## config.mk

```make
export PLATFORM = sky130hd
export DESIGN_NAME = dominant_obstacle_audio_mixer
export DESIGN_NICKNAME = d
export VERILOG_FILES = /design/src/rtl/domix_pkg.sv /design/src/rtl/domix_mul.sv /design/src/rtl/dominant_obstacle_audio_mixer.sv
export SDC_FILE = /design/constraint.sdc
export NUM_CORES = 2
export LEC_CHECK = 0
export ABC_AREA = 1
export BUFFER_PORTS_ARGS = -buffer_cell sky130_fd_sc_hd__buf_2
export CAP_MARGIN = 5
export CORE_UTILIZATION = 25
export CTS_CLUSTER_SIZE = 24
export DETAILED_ROUTE_END_ITERATION = 16
export SLEW_MARGIN = 20
export SYNTH_ARGS = -nofsm -noshare
export SYNTH_HDL_FRONTEND = slang
export SYNTH_SLANG_ARGS = --single-unit
```

## constraint.sdc

```tcl
create_clock -name clk -period 19.65 [get_ports clk]
set_input_delay 3.93 -clock clk [delete_from_list [all_inputs] [get_ports clk]]
set_output_delay 3.93 -clock clk [all_outputs]
set_load 0.1 [all_outputs]
```

## src/rtl/domix_pkg.sv

```systemverilog
package domix_pkg;

	// shared multiplier: 18x18 signed, full product
	localparam int MUL_W  = 18;
	localparam int PROD_W = 2 * MUL_W;

	// configuration register indexes
	localparam int CFG_IDX_W = 3;
	localparam int CFG_DAT_W = 48;
	localparam logic [CFG_IDX_W-1:0] REG_MIN_CONF   = 3'd0;
	localparam logic [CFG_IDX_W-1:0] REG_CONF_SCALE = 3'd1;
	localparam logic [CFG_IDX_W-1:0] REG_MASTER     = 3'd2;
	localparam logic [CFG_IDX_W-1:0] REG_ALPHAS     = 3'd3;
	localparam logic [CFG_IDX_W-1:0] REG_MAG_LOW    = 3'd4;
	localparam logic [CFG_IDX_W-1:0] REG_MAG_SCALE  = 3'd5;
	localparam logic [CFG_IDX_W-1:0] REG_PITCH_BND  = 3'd6;

	// register reset values
	localparam logic [15:0] RST_MIN_CONF   = 16'd19661;
	localparam logic [15:0] RST_CONF_SCALE = 16'd366;
	localparam logic [15:0] RST_MASTER     = 16'd32768;
	localparam logic [47:0] RST_ALPHAS     = 48'h4000_4000_4000;
	localparam logic [15:0] RST_MAG_LOW    = 16'd0;
	localparam logic [15:0] RST_MAG_SCALE  = 16'd256;
	localparam logic [31:0] RST_PITCH_BND  = 32'h8000_2000;

	// fixed-point constants
	localparam logic [15:0] GAIN_FULL   = 16'd32768; // 1.0 in Q1.15
	localparam logic [15:0] RAW_MIN     = 16'd3;     // gains at or below are skipped
	localparam logic [15:0] GATE_MIN    = 16'd328;   // pitch gate, about 0.01
	localparam logic [15:0] PITCH_UNITY = 16'd16384; // 1.0 in Q2.14
	localparam logic [16:0] HEIGHT_MID  = 17'd16384; // 0.5 in Q1.15
	localparam logic [16:0] RATIO_FULL  = 17'h10000; // 1.0 in Q1.16

endpackage

```

## src/rtl/domix_mul.sv

```systemverilog
module domix_mul (
	input  logic                                clk,
	input  logic signed [domix_pkg::MUL_W-1:0]  a,
	input  logic signed [domix_pkg::MUL_W-1:0]  b,
	output logic signed [domix_pkg::PROD_W-1:0] p_q
);
	import domix_pkg::*;

	// registered product, one multiply per cycle
	always_ff @(posedge clk) begin
		p_q <= a * b;
	end

endmodule

```

## src/rtl/dominant_obstacle_audio_mixer.sv

```systemverilog
// Dominant-obstacle audio mixer.
//
// Input channel (in_valid/in_ready): one tracked obstacle per transaction.
// Obstacles of one frame arrive in order; frame_last marks the final one.
// Output channel (out_valid/out_ready): after a frame_last item the block
// emits NUM_SOURCES results, source 0 first, result_last on the last one.
// Config channel (cfg_valid/cfg_index/cfg_data): always ready, write only
// while no item or result is in flight.
//
// Datapath: all multiplies go through one registered 18x18 multiplier under
// a small sequencer. An active obstacle runs the confidence, suppression,
// master and weight steps before in_ready returns; an inactive non-last one
// leaves in_ready high. At frame end each side source smooths gain, height
// and, gate open, pitch; a muted one gain only; a full output register stalls.
// in_ready is low while the sequencer runs. A finished result waits in the
// output register; if the receiver stalls, the sequencer holds before the
// next result, and the next obstacle can be accepted while the frame's last
// result is still waiting.
// Reset: registers return to their defaults, smoothed gains and heights go
// to zero, smoothed pitch to 1.0, no result pending.
module dominant_obstacle_audio_mixer #(
	parameter int NUM_SOURCES = 4
) (
	input  logic                                  clk,
	input  logic                                  arst_n,
	// config
	input  logic                                  cfg_valid,
	output logic                                  cfg_ready,
	input  logic [domix_pkg::CFG_IDX_W-1:0]       cfg_index,
	input  logic [domix_pkg::CFG_DAT_W-1:0]       cfg_data,
	// obstacles in
	input  logic                                  in_valid,
	output logic                                  in_ready,
	input  logic                                  obstacle_active,
	input  logic [15:0]                           obstacle_confidence,
	input  logic [15:0]                           norm_x,
	input  logic [15:0]                           norm_y,
	input  logic [15:0]                           obstacle_magnitude,
	input  logic [15:0]                           suppression,
	input  logic                                  frame_last,
	// results out
	output logic                                  out_valid,
	input  logic                                  out_ready,
	output logic [1:0]                            source_index,
	output logic [15:0]                           source_gain,
	output logic signed [16:0]                    source_height,
	output logic [15:0]                           source_pitch,
	output logic                                  pitch_valid,
	output logic                                  result_last
);
	import domix_pkg::*;

	localparam int SIDX_W = $clog2(NUM_SOURCES);
	localparam int EMA_W  = 20;

	typedef enum logic [3:0] {
		ST_IDLE,
		ST_CN,    // start confidence product
		ST_RS,    // normalize, times suppression
		ST_RM,    // times master gain
		ST_WL,    // raw gain ready, left weight
		ST_WR,    // left update, right weight
		ST_WU,    // right update
		ST_G,     // gain smoothing product
		ST_GU,    // gain update, height product
		ST_HU,    // height update, pitch ratio product
		ST_P1,    // ratio ready, interpolate
		ST_P2,    // target ready, pitch smoothing product
		ST_P3,    // pitch update
		ST_EMIT   // load output register
	} state_t;

	state_t state_q;

	// config registers
	logic [15:0] min_conf_q, conf_scale_q, master_q, mag_low_q, mag_scale_q;
	logic [47:0] alphas_q;
	logic [31:0] pitch_bnd_q;

	// captured obstacle
	logic        last_q;
	logic [15:0] conf_q, nx_q, ny_q, mag_q, supp_q;
	logic [15:0] raw_q;

	// per-frame best and smoothed state
	logic [15:0]        bg_q [2];
	logic signed [16:0] bh_q [2];
	logic [15:0]        bm_q [2];
	logic signed [16:0] sh_q [2];
	logic [15:0]        sp_q [2];
	logic [15:0]        sg_q [NUM_SOURCES];

	logic [SIDX_W-1:0]  src_q;
	logic               pv_q;

	// output register
	logic               out_valid_q;
	logic [1:0]         oidx_q;
	logic [15:0]        ogain_q, opitch_q;
	logic signed [16:0] ohgt_q;
	logic               opv_q, olast_q;
	logic               emit_go;

	// multiplier
	logic signed [MUL_W-1:0]  a_op, b_op;
	logic signed [PROD_W-1:0] prod_q;
	logic [PROD_W-1:0]        prod_u;

	domix_mul u_mul (
		.clk (clk),
		.a   (a_op),
		.b   (b_op),
		.p_q (prod_q)
	);

	function automatic logic [15:0] sat15(input logic [PROD_W-1:0] v);
		sat15 = (v > PROD_W'(GAIN_FULL)) ? GAIN_FULL : v[15:0];
	endfunction

	function automatic logic signed [EMA_W-1:0] ema_add(
		input logic signed [EMA_W-1:0]  old,
		input logic signed [PROD_W-1:0] p
	);
		ema_add = old + EMA_W'(p >>> 16);
	endfunction

	// field selects
	logic [15:0] alpha_g, alpha_h, alpha_p, plo, phi;
	assign alpha_g = alphas_q[15:0];
	assign alpha_h = alphas_q[31:16];
	assign alpha_p = alphas_q[47:32];
	assign plo     = pitch_bnd_q[15:0];
	assign phi     = pitch_bnd_q[31:16];

	// current source view
	logic [SIDX_W+1:0]   src_ext;
	logic                is_side, side, src_last;
	logic [15:0]         sg_cur, bg_cur, bm_cur, sp_cur, raw_now, wgt;
	logic signed [16:0]  sh_cur, bh_cur, hgt_new;
	logic [16:0]         wl_op, ratio;
	logic [15:0]         mdiff;
	logic                conf_above;

	assign prod_u   = prod_q;
	assign src_ext  = {2'b00, src_q};
	assign is_side  = (src_ext < (SIDX_W+2)'(2));
	assign side     = src_q[0];
	assign src_last = (src_q == SIDX_W'(NUM_SOURCES - 1));
	assign sg_cur   = sg_q[src_q];
	assign bg_cur   = bg_q[side];
	assign bm_cur   = bm_q[side];
	assign sp_cur   = sp_q[side];
	assign sh_cur   = sh_q[side];
	assign bh_cur   = bh_q[side];

	assign conf_above = (conf_q > min_conf_q);
	assign raw_now    = sat15(prod_u >> 15);
	assign wgt        = prod_u[31:16];
	assign wl_op      = RATIO_FULL - {1'b0, nx_q};
	assign hgt_new    = $signed(HEIGHT_MID) - $signed({2'b00, ny_q[15:1]});
	assign mdiff      = (bm_cur > mag_low_q) ? (bm_cur - mag_low_q) : 16'd0;
	assign ratio      = (prod_u > PROD_W'(RATIO_FULL)) ? RATIO_FULL : prod_u[16:0];

	// output register takes a new result when empty or draining this cycle
	assign emit_go    = (state_q == ST_EMIT) && (!out_valid_q || out_ready);

	// smoothing and pitch interpolation
	logic signed [MUL_W-1:0]  diff_g, diff_h, diff_pb, diff_p;
	logic signed [PROD_W-1:0] p_adj;
	logic signed [EMA_W-1:0]  g_new, h_new, p_new, tp;

	assign diff_g  = $signed(MUL_W'(is_side ? bg_cur : 16'd0)) - $signed(MUL_W'(sg_cur));
	assign diff_h  = MUL_W'(bh_cur) - MUL_W'(sh_cur);
	assign diff_pb = $signed(MUL_W'(phi)) - $signed(MUL_W'(plo));
	// quotient truncates toward zero
	assign p_adj   = prod_q[PROD_W-1] ? (prod_q + $signed(PROD_W'(16'hFFFF))) : prod_q;
	assign tp      = $signed(EMA_W'(plo)) + EMA_W'(p_adj >>> 16);
	assign diff_p  = MUL_W'(tp - $signed(EMA_W'(sp_cur)));
	assign g_new   = ema_add($signed(EMA_W'(sg_cur)), prod_q);
	assign h_new   = ema_add(EMA_W'(sh_cur), prod_q);
	assign p_new   = ema_add($signed(EMA_W'(sp_cur)), prod_q);

	// operand select for the shared multiplier
	always_comb begin
		a_op = '0;
		b_op = '0;
		case (state_q)
			ST_CN: begin
				a_op = MUL_W'(conf_above ? (conf_q - min_conf_q) : 16'd0);
				b_op = MUL_W'(conf_scale_q);
			end
			ST_RS: begin
				a_op = MUL_W'(sat15(prod_u >> 9));
				b_op = MUL_W'(supp_q);
			end
			ST_RM: begin
				a_op = MUL_W'(sat15(prod_u >> 15));
				b_op = MUL_W'(master_q);
			end
			ST_WL: begin
				a_op = MUL_W'(wl_op);
				b_op = MUL_W'(raw_now);
			end
			ST_WR: begin
				a_op = MUL_W'(nx_q);
				b_op = MUL_W'(raw_q);
			end
			ST_G: begin
				a_op = MUL_W'(alpha_g);
				b_op = diff_g;
			end
			ST_GU: begin
				a_op = MUL_W'(alpha_h);
				b_op = diff_h;
			end
			ST_HU: begin
				a_op = MUL_W'(mdiff);
				b_op = MUL_W'(mag_scale_q);
			end
			ST_P1: begin
				a_op = MUL_W'(ratio);
				b_op = diff_pb;
			end
			ST_P2: begin
				a_op = MUL_W'(alpha_p);
				b_op = diff_p;
			end
			default: begin
				a_op = '0;
				b_op = '0;
			end
		endcase
	end

	assign cfg_ready = 1'b1;
	assign in_ready  = (state_q == ST_IDLE);

	always_ff @(posedge clk or negedge arst_n) begin
		if (!arst_n) begin
			state_q      <= ST_IDLE;
			min_conf_q   <= RST_MIN_CONF;
			conf_scale_q <= RST_CONF_SCALE;
			master_q     <= RST_MASTER;
			alphas_q     <= RST_ALPHAS;
			mag_low_q    <= RST_MAG_LOW;
			mag_scale_q  <= RST_MAG_SCALE;
			pitch_bnd_q  <= RST_PITCH_BND;
			for (int i = 0; i < 2; i++) begin
				bg_q[i] <= '0;
				bh_q[i] <= '0;
				bm_q[i] <= '0;
				sh_q[i] <= '0;
				sp_q[i] <= PITCH_UNITY;
			end
			for (int i = 0; i < NUM_SOURCES; i++) begin
				sg_q[i] <= '0;
			end
			src_q       <= '0;
			pv_q        <= 1'b0;
			last_q      <= 1'b0;
			out_valid_q <= 1'b0;
		end else begin
			if (cfg_valid && cfg_ready) begin
				case (cfg_index)
					REG_MIN_CONF:   min_conf_q   <= cfg_data[15:0];
					REG_CONF_SCALE: conf_scale_q <= cfg_data[15:0];
					REG_MASTER:     master_q     <= cfg_data[15:0];
					REG_ALPHAS:     alphas_q     <= cfg_data[47:0];
					REG_MAG_LOW:    mag_low_q    <= cfg_data[15:0];
					REG_MAG_SCALE:  mag_scale_q  <= cfg_data[15:0];
					REG_PITCH_BND:  pitch_bnd_q  <= cfg_data[31:0];
					default: ;
				endcase
			end

			if (out_valid_q && out_ready && !emit_go) begin
				out_valid_q <= 1'b0;
			end

			case (state_q)
				ST_IDLE: begin
					if (in_valid) begin
						last_q <= frame_last;
						conf_q <= obstacle_confidence;
						nx_q   <= norm_x;
						ny_q   <= norm_y;
						mag_q  <= obstacle_magnitude;
						supp_q <= suppression;
						src_q  <= '0;
						if (obstacle_active) begin
							state_q <= ST_CN;
						end else if (frame_last) begin
							state_q <= ST_G;
						end
					end
				end
				ST_CN: state_q <= ST_RS;
				ST_RS: state_q <= ST_RM;
				ST_RM: state_q <= ST_WL;
				ST_WL: begin
					raw_q   <= raw_now;
					state_q <= ST_WR;
				end
				ST_WR: begin
					if (raw_q > RAW_MIN && wgt > bg_q[0]) begin
						bg_q[0] <= wgt;
						bh_q[0] <= hgt_new;
						bm_q[0] <= mag_q;
					end
					state_q <= ST_WU;
				end
				ST_WU: begin
					if (raw_q > RAW_MIN && wgt > bg_q[1]) begin
						bg_q[1] <= wgt;
						bh_q[1] <= hgt_new;
						bm_q[1] <= mag_q;
					end
					state_q <= last_q ? ST_G : ST_IDLE;
				end
				ST_G: state_q <= ST_GU;
				ST_GU: begin
					sg_q[src_q] <= g_new[15:0];
					state_q     <= is_side ? ST_HU : ST_EMIT;
				end
				ST_HU: begin
					sh_q[side] <= h_new[16:0];
					state_q    <= (sg_cur >= GATE_MIN) ? ST_P1 : ST_EMIT;
				end
				ST_P1: state_q <= ST_P2;
				ST_P2: begin
					pv_q    <= 1'b1;
					state_q <= ST_P3;
				end
				ST_P3: begin
					sp_q[side] <= p_new[15:0];
					state_q    <= ST_EMIT;
				end
				ST_EMIT: begin
					if (emit_go) begin
						out_valid_q <= 1'b1;
						oidx_q      <= src_ext[1:0];
						ogain_q     <= sg_cur;
						ohgt_q      <= is_side ? sh_cur : 17'sd0;
						opitch_q    <= is_side ? sp_cur : PITCH_UNITY;
						opv_q       <= pv_q;
						olast_q     <= src_last;
						pv_q        <= 1'b0;
						if (src_last) begin
							// frame done: best gain and magnitude clear, best height restarts from smoothed height
							for (int i = 0; i < 2; i++) begin
								bg_q[i] <= '0;
								bm_q[i] <= '0;
								bh_q[i] <= sh_q[i];
							end
							state_q <= ST_IDLE;
						end else begin
							src_q   <= src_q + SIDX_W'(1);
							state_q <= ST_G;
						end
					end
				end
				default: state_q <= ST_IDLE;
			endcase
		end
	end

	assign out_valid     = out_valid_q;
	assign source_index  = oidx_q;
	assign source_gain   = ogain_q;
	assign source_height = ohgt_q;
	assign source_pitch  = opitch_q;
	assign pitch_valid   = opv_q;
	assign result_last   = olast_q;

	// inactive frame-end obstacle goes straight to frame-end smoothing
	a_skip_to_emit: assert property (@(posedge clk) disable iff (!arst_n)
		(in_valid && in_ready && !obstacle_active && frame_last) |=> !in_ready)
		else $error("frame end not started after inactive last obstacle");

	a_last_index: assert property (@(posedge clk) disable iff (!arst_n)
		(out_valid && result_last) |-> (source_index == 2'(NUM_SOURCES - 1)))
		else $error("result_last on wrong source");

	a_pitch_side: assert property (@(posedge clk) disable iff (!arst_n)
		(out_valid && pitch_valid) |-> (source_index == 2'd0 || source_index == 2'd1))
		else $error("pitch update on muted source");

	a_gain_range: assert property (@(posedge clk) disable iff (!arst_n)
		out_valid |-> (source_gain <= GAIN_FULL))
		else $error("smoothed gain above full scale");

endmodule
```

Yosys cells after proc, flatten, opt, wreduce, memory -nomap -nowiden
Cells that the tools add are included.
Storage, ports and cells
  flip-flop bits (word level): 582
  output and inout bits: 56
  word-level logic and storage cells: 199
Operators by class
  add/subtract/negate cells: 14
  multiply operators: 1
  order comparisons: 14
  eq/ne operators: 27
  muxes and demuxes: 70
  bitwise gates (word level): 2
  reductions and logical operators: 32
Operators with widths (count)
  $pmux W18 S10: 2
  $mux W16: 21
  $mux W17: 10
  $pmux W16 S2: 4
  $mux W34: 3
  $pmux W17 S2: 2
  $bwmux W64: 1
  $gt A16 B16 Y1: 4
  $mux W32: 2
  $pmux W4 S14: 1
  $sub A16 B16 Y17: 3
  $gt A36 B17 Y1 const B: 1
  $mul A18 B18 Y36: 1
  $add A34 B17 Y34 const B: 1
  $bwmux W34: 1
  $add A16 B16 Y16: 2
  $bmux W16 S2: 1
  $bwmux W32: 1
  $demux W16 S2: 1
  $gt A27 B16 Y1 const B: 1
  $eq A4 B4 Y1 const B: 6
  $gt A21 B16 Y1 const B: 1
  $reduce_and A2 Y1: 10
  $add A17 B18 Y18: 1
  42 further kinds: 79

Longest topological paths before layout
  word-level depth: 8
  depth in mapped cells: 48
  gate-level depth less buffers: 47

Cells and area by module
From an unflattened synthesis, not the netlist that was laid out.
Unflattened totals
  cells, all modules: 6370
  area, all modules: 48083.6 µm²
By module, submodules not included
  dominant_obstacle_audio_mixer: instances 1, cells each 4559, area each 34221.6 µm²
  domix_mul: instances 1, cells each 1811, area each 13862.0 µm²

Worst setup path before layout
No wires, ideal clock.
  kind: flip-flop to flip-flop
  from: reg src_q[0]
  to: reg u_mul.p_q[35] (netlist bit)
  setup time: 0.123 ns
  data arrival time: 8.246 ns
  required time: 19.527 ns
  path slack: 11.281 ns
  cell stages (with the launch flop): 40
  path buffers: 5
  cell sequence: dfrtp_1 clkbuf_1 clkbuf_1 clkbuf_1 clkbuf_1 nand2_1 nand2_1 fa_1 inv_1 ha_1 inv_1 o21ai_0 a21oi_1 nand2_1 a21oi_1 nand2b_1 nand3_1 nand2_1 (+4 left out) fa_1 inv_1 fa_1 inv_1 fa_1 fa_1 inv_1 fa_1 inv_1 fa_1 inv_1 ha_1 a21oi_1 o21ai_0 a21oi_1 o21ai_0 o21bai_1 xor2_1
Between the ends
  elaborated cells between the ends (all ways): 31
  those cells by class: add/sub (4); mul (1); order compare (2); mux (22); bitwise (2)
RTL lines
  start, declared: RTL line dominant_obstacle_audio_mixer.sv:93  | logic [SIDX_W-1:0] src_q;
  start signal, assigned: RTL line dominant_obstacle_audio_mixer.sv:357  | src_q <= src_q + SIDX_W'(1);
  $not A1 Y2 (implied by the code): RTL line dominant_obstacle_audio_mixer.sv:152  | assign sp_cur = sp_q[side];
  $mux W16 (implied by the code) (3 in series): RTL line dominant_obstacle_audio_mixer.sv:152
  named net sp_cur[4]: RTL line dominant_obstacle_audio_mixer.sv:138  | logic [15:0] sg_cur, bg_cur, bm_cur, sp_cur, raw_now, wgt;
  $sub A18 B17 Y18: RTL line dominant_obstacle_audio_mixer.sv:178  | assign diff_p = MUL_W'(tp - $signed(EMA_W'(sp_cur)));
  $pmux W18 S10: RTL line dominant_obstacle_audio_mixer.sv:187  | case (state_q)
  $mul A18 B18 Y36: RTL line domix_mul.sv:11  | p_q <= a * b;
  end signal, assigned: RTL line domix_mul.sv:11
  end, declared: RTL line domix_mul.sv:5  | output logic signed [domix_pkg::PROD_W-1:0] p_q
The timed path passes the listed nets, and every way through them passes these cells. The select of a mux whose other input is x is not followed.
A chain may end at the register's enable or synchronous reset.

Worst setup path after layout
  from: reg src_q[0]
  to: reg u_mul.p_q[29] (netlist bit)
Between the ends
  word-level cells in the longest chain between the ends: 8
  elaborated cells between the ends (all ways): 31
  those cells by class: add/sub (4); mul (1); order compare (2); mux (22); bitwise (2)
Ends and longest elaborated chain
  $not A1 Y2 (implied by the code)
  $mux W16 (on tied branches) (3 in series): RTL line dominant_obstacle_audio_mixer.sv:151, dominant_obstacle_audio_mixer.sv:150
  $sub A16 B16 Y16, or another cell as far along: RTL line dominant_obstacle_audio_mixer.sv:161  | assign mdiff = (bm_cur > mag_low_q) ? (bm_cur - mag_low_q) : 16'd0;
  $mux W16 / $sub A16 B16 Y17 (equally long branches): RTL line dominant_obstacle_audio_mixer.sv:161, dominant_obstacle_audio_mixer.sv:172
  $pmux W18 S10: RTL line dominant_obstacle_audio_mixer.sv:187
  $mul A18 B18 Y36 *: RTL line domix_mul.sv:11
Mark *: on every way between the ends. The rest lies on a longest branch, timed or not. The select of a mux whose other input is x is not followed.

==> results.sh <==
export IMPL_hp_class="reg -> reg"
export IMPL_clock_sinks=581
export IMPL_setup_viol=0
export IMPL_synth_ff_type="dfrtp_1"
export IMPL_area_delta_synth_final_pct=12.68
export IMPL_drt_total_wl_um=172100
export IMPL_max_slew_margin=0.2190
export IMPL_setup_worst_path_start="src_q[0]"
export IMPL_grt_max_degree=114
export IMPL_fin_skew_ns=0.03181
export IMPL_whs_ns=0.4605
export IMPL_io_buffers=191
export IMPL_final_util=0.2849
export IMPL_status="completed"
export IMPL_grt_pass1_vias=41010
export IMPL_period_share=0.5660
export IMPL_worst_slack_ns=8.528
export IMPL_num_io_pins=194
export IMPL_grt_antenna_before_repair=6
export IMPL_rsz0062_at_grt="false"
export IMPL_r2r_end="u_mul.p_q[29]"
export IMPL_syn_area_sq_mm=0.04708
export IMPL_clk_pin_slew_ns=0.06
export IMPL_via_count=41550
export IMPL_synth_warnings=0
export IMPL_synth_distinct_cells=66
export IMPL_insertion_delay_ns=0.68
export IMPL_crit_slowest_cell="nor2_1"
export IMPL_yosys_top_cells_area="dfrtp_1, fa_1, nand2_1, edfxtp_1, inv_1"
export IMPL_seq_area_frac_synth=0.3213
export IMPL_cts_resized=0
export IMPL_globalplace_congestion=0.9843
export IMPL_fillerInstances=20230
export IMPL_fin_crit_ns=11.12
export IMPL_drcViolationCount=0
export IMPL_synth_edff_count=148
export IMPL_dieArea_sq_mm=0.1901
export IMPL_hold_buffers=0
export IMPL_finalHoldViolations=0
export IMPL_crit_path_max_fanout=49
export IMPL_yosysMostFrequentCell="nand2_1"
export IMPL_regToRegSetupSlack_ns=8.53
export IMPL_dp_slack_ns=8.663
export IMPL_worstSetupEndpoint="u_mul.p_q[29]"
export IMPL_r2r_cells=33
export IMPL_routedWlPerCell_um=19.85
export IMPL_vias_per_cell=4.793
export IMPL_synth_common_cells="nand2_1, inv_1, o21ai_0, nor2_1, dfrtp_1"
export IMPL_cts_setup_buffers=0
export IMPL_first_pass_iters=6
export IMPL_crit_required_ns=20.24
export IMPL_timing_rr_start="src_q[0]"
export IMPL_fin_tns_setup_ns=0
export IMPL_start_util=0.2528
export IMPL_whs_path_depth=0
export IMPL_cts_root_buf="clkbuf_16"
export IMPL_worst_pin_slew_ns=1.168
export IMPL_gr_usage_all_layers=0.1791
export IMPL_grt_pass1_wl_um=259300
export IMPL_syn_inst=5994
export IMPL_syn_avg_cell_area_sq_um=7.855
export IMPL_fp_row_count=158
export IMPL_gr_total_overflow=0
export IMPL_cts_tree="done"
export IMPL_numCtsBuffers=67
export IMPL_ys_async_sr_fraction=0.6833
export IMPL_crit_path_start_kind="flip-flop"
export IMPL_ys_ff_latch=581
export IMPL_cap_viol_max_count=0
export IMPL_drive_gt1_frac=0.07840
export IMPL_max_freq_mhz=89.91
export IMPL_cts_path_max_buffers=3
export IMPL_cts_htree_levels=3
export IMPL_end_kind="flip-flop"
export IMPL_ant_nets=0
export IMPL_max_stage_delay_ns=0.82
export IMPL_yosysTopAreaCell="dfrtp_1"
export IMPL_yosysTopAreaCellShare=0.1988
export IMPL_arrival_ns=11.71
export IMPL_dp_hpwl_um=134200
export IMPL_die_x_um=436.0
export IMPL_crit_type="reg -> reg"
export IMPL_synth_fp_nets=6761
export IMPL_die_y_um=436.0
export IMPL_core_sq_mm=0.1862
export IMPL_slew_violations=0
export IMPL_finalNetCount=6901
export IMPL_drtIter0Drc=4246
==> worst min path at each step <==
| stage | startpoint | endpoint | slack (ns) |
|---|---|---|---|
| after floorplan | pv_q | pitch_valid | 0.43 |
| after global placement | pv_q | pitch_valid | 0.44 |
| after detailed placement | pv_q | pitch_valid | 0.44 |
| after CTS | pv_q | pitch_valid | 0.46 |
| after global routing | pv_q | pitch_valid | 0.47 |
| final | pv_q | pitch_valid | 0.46 |
==> final cells by class <==
class                      count  area [sq um]  share of cell area
inverter                     944          3546             0.06684
timing repair buffer         248          1406             0.02651
sequential                   581         15130              0.2853
clock inverter                34         352.8            0.006651
antenna                        4         10.01           0.0001887
multi-input combinational   4292         27590              0.5201
clock buffer                  87          1907             0.03594
tap                         2480          3103             0.05849
==> metrics by stage <==
step                      area [sq um]  std cells
after global placement           50780       8545
final                            53050       8670
after CTS                        53040       8666
after detailed placement         50780       8545
after floorplan                  47080       5994
after global routing             53050       8668
==> worst max-delay path, delay by kind of cell (launching register included) <==
kind	cells	cell delay (ns)
flip-flops	1	0.70
XOR/XNOR	1	0.17
AO/OA/AOI/OAI	6	1.97
buffers and inverters	8	2.17
adder cells (fa/ha/maj)	8	3.67
AND/OR/NAND/NOR	10	2.22
==> flip-flops by register name (all words and copies together), names as in the netlist, 17 cells and up <==
| register | count |
|---|---|
| sh_q | 34 |
| bm_q | 32 |
| sg_q | 64 |
| alphas_q | 48 |
| bh_q | 34 |
| source_height | 17 |
| bg_q | 32 |
| sp_q | 32 |
| u_mul.p_q | 36 |
| pitch_bnd_q | 32 |
==> placed cells by master (no fill, tap or decap), drive strengths merged, types with 7 or more instances in the layout <==
master,count
dfstp,23
o211ai,10
clkbuf,87
mux2,14
dfxtp,36
clkinv,26
nand3b,44
nand3,361
inv,944
a21o,27
buf,248
edfxtp,148
a21boi,9
xor2,65
o21a,13
fa,353
dfrtp,374
nor2,414
nor3,47
o21bai,11
ha,276
o31ai,11
a21oi,310
a32oi,7
or2,24
a31oi,16
xnor2,33
o21ai,477
nand4,52
nand2,1658
==> cells by family after synthesis <==
| logic type | Yosys count | synth area share |
|---|---|---|
| simple gates | 2623 | 0.2335 |
| buf+inv | 1121 | 0.09347 |
| compound gates | 924 | 0.1060 |
| fa+ha+maj | 629 | 0.2235 |
| flops | 581 | 0.3213 |
| xor+xnor | 98 | 0.01823 |
| mux | 16 | 0.003774 |
| other cells | 2 | 0.0001595 |
==> layer usage <==
layer,GRT usage,part of all wire
met3,0.02730,0.064
met1,0.2435,0.44
met4,0.05512,0.031
met2,0.2909,0.46
met5,0,0.000076
Power is not shown: default switching activity piles up to over one toggle a cycle in this logic, so the estimate is an artifact.
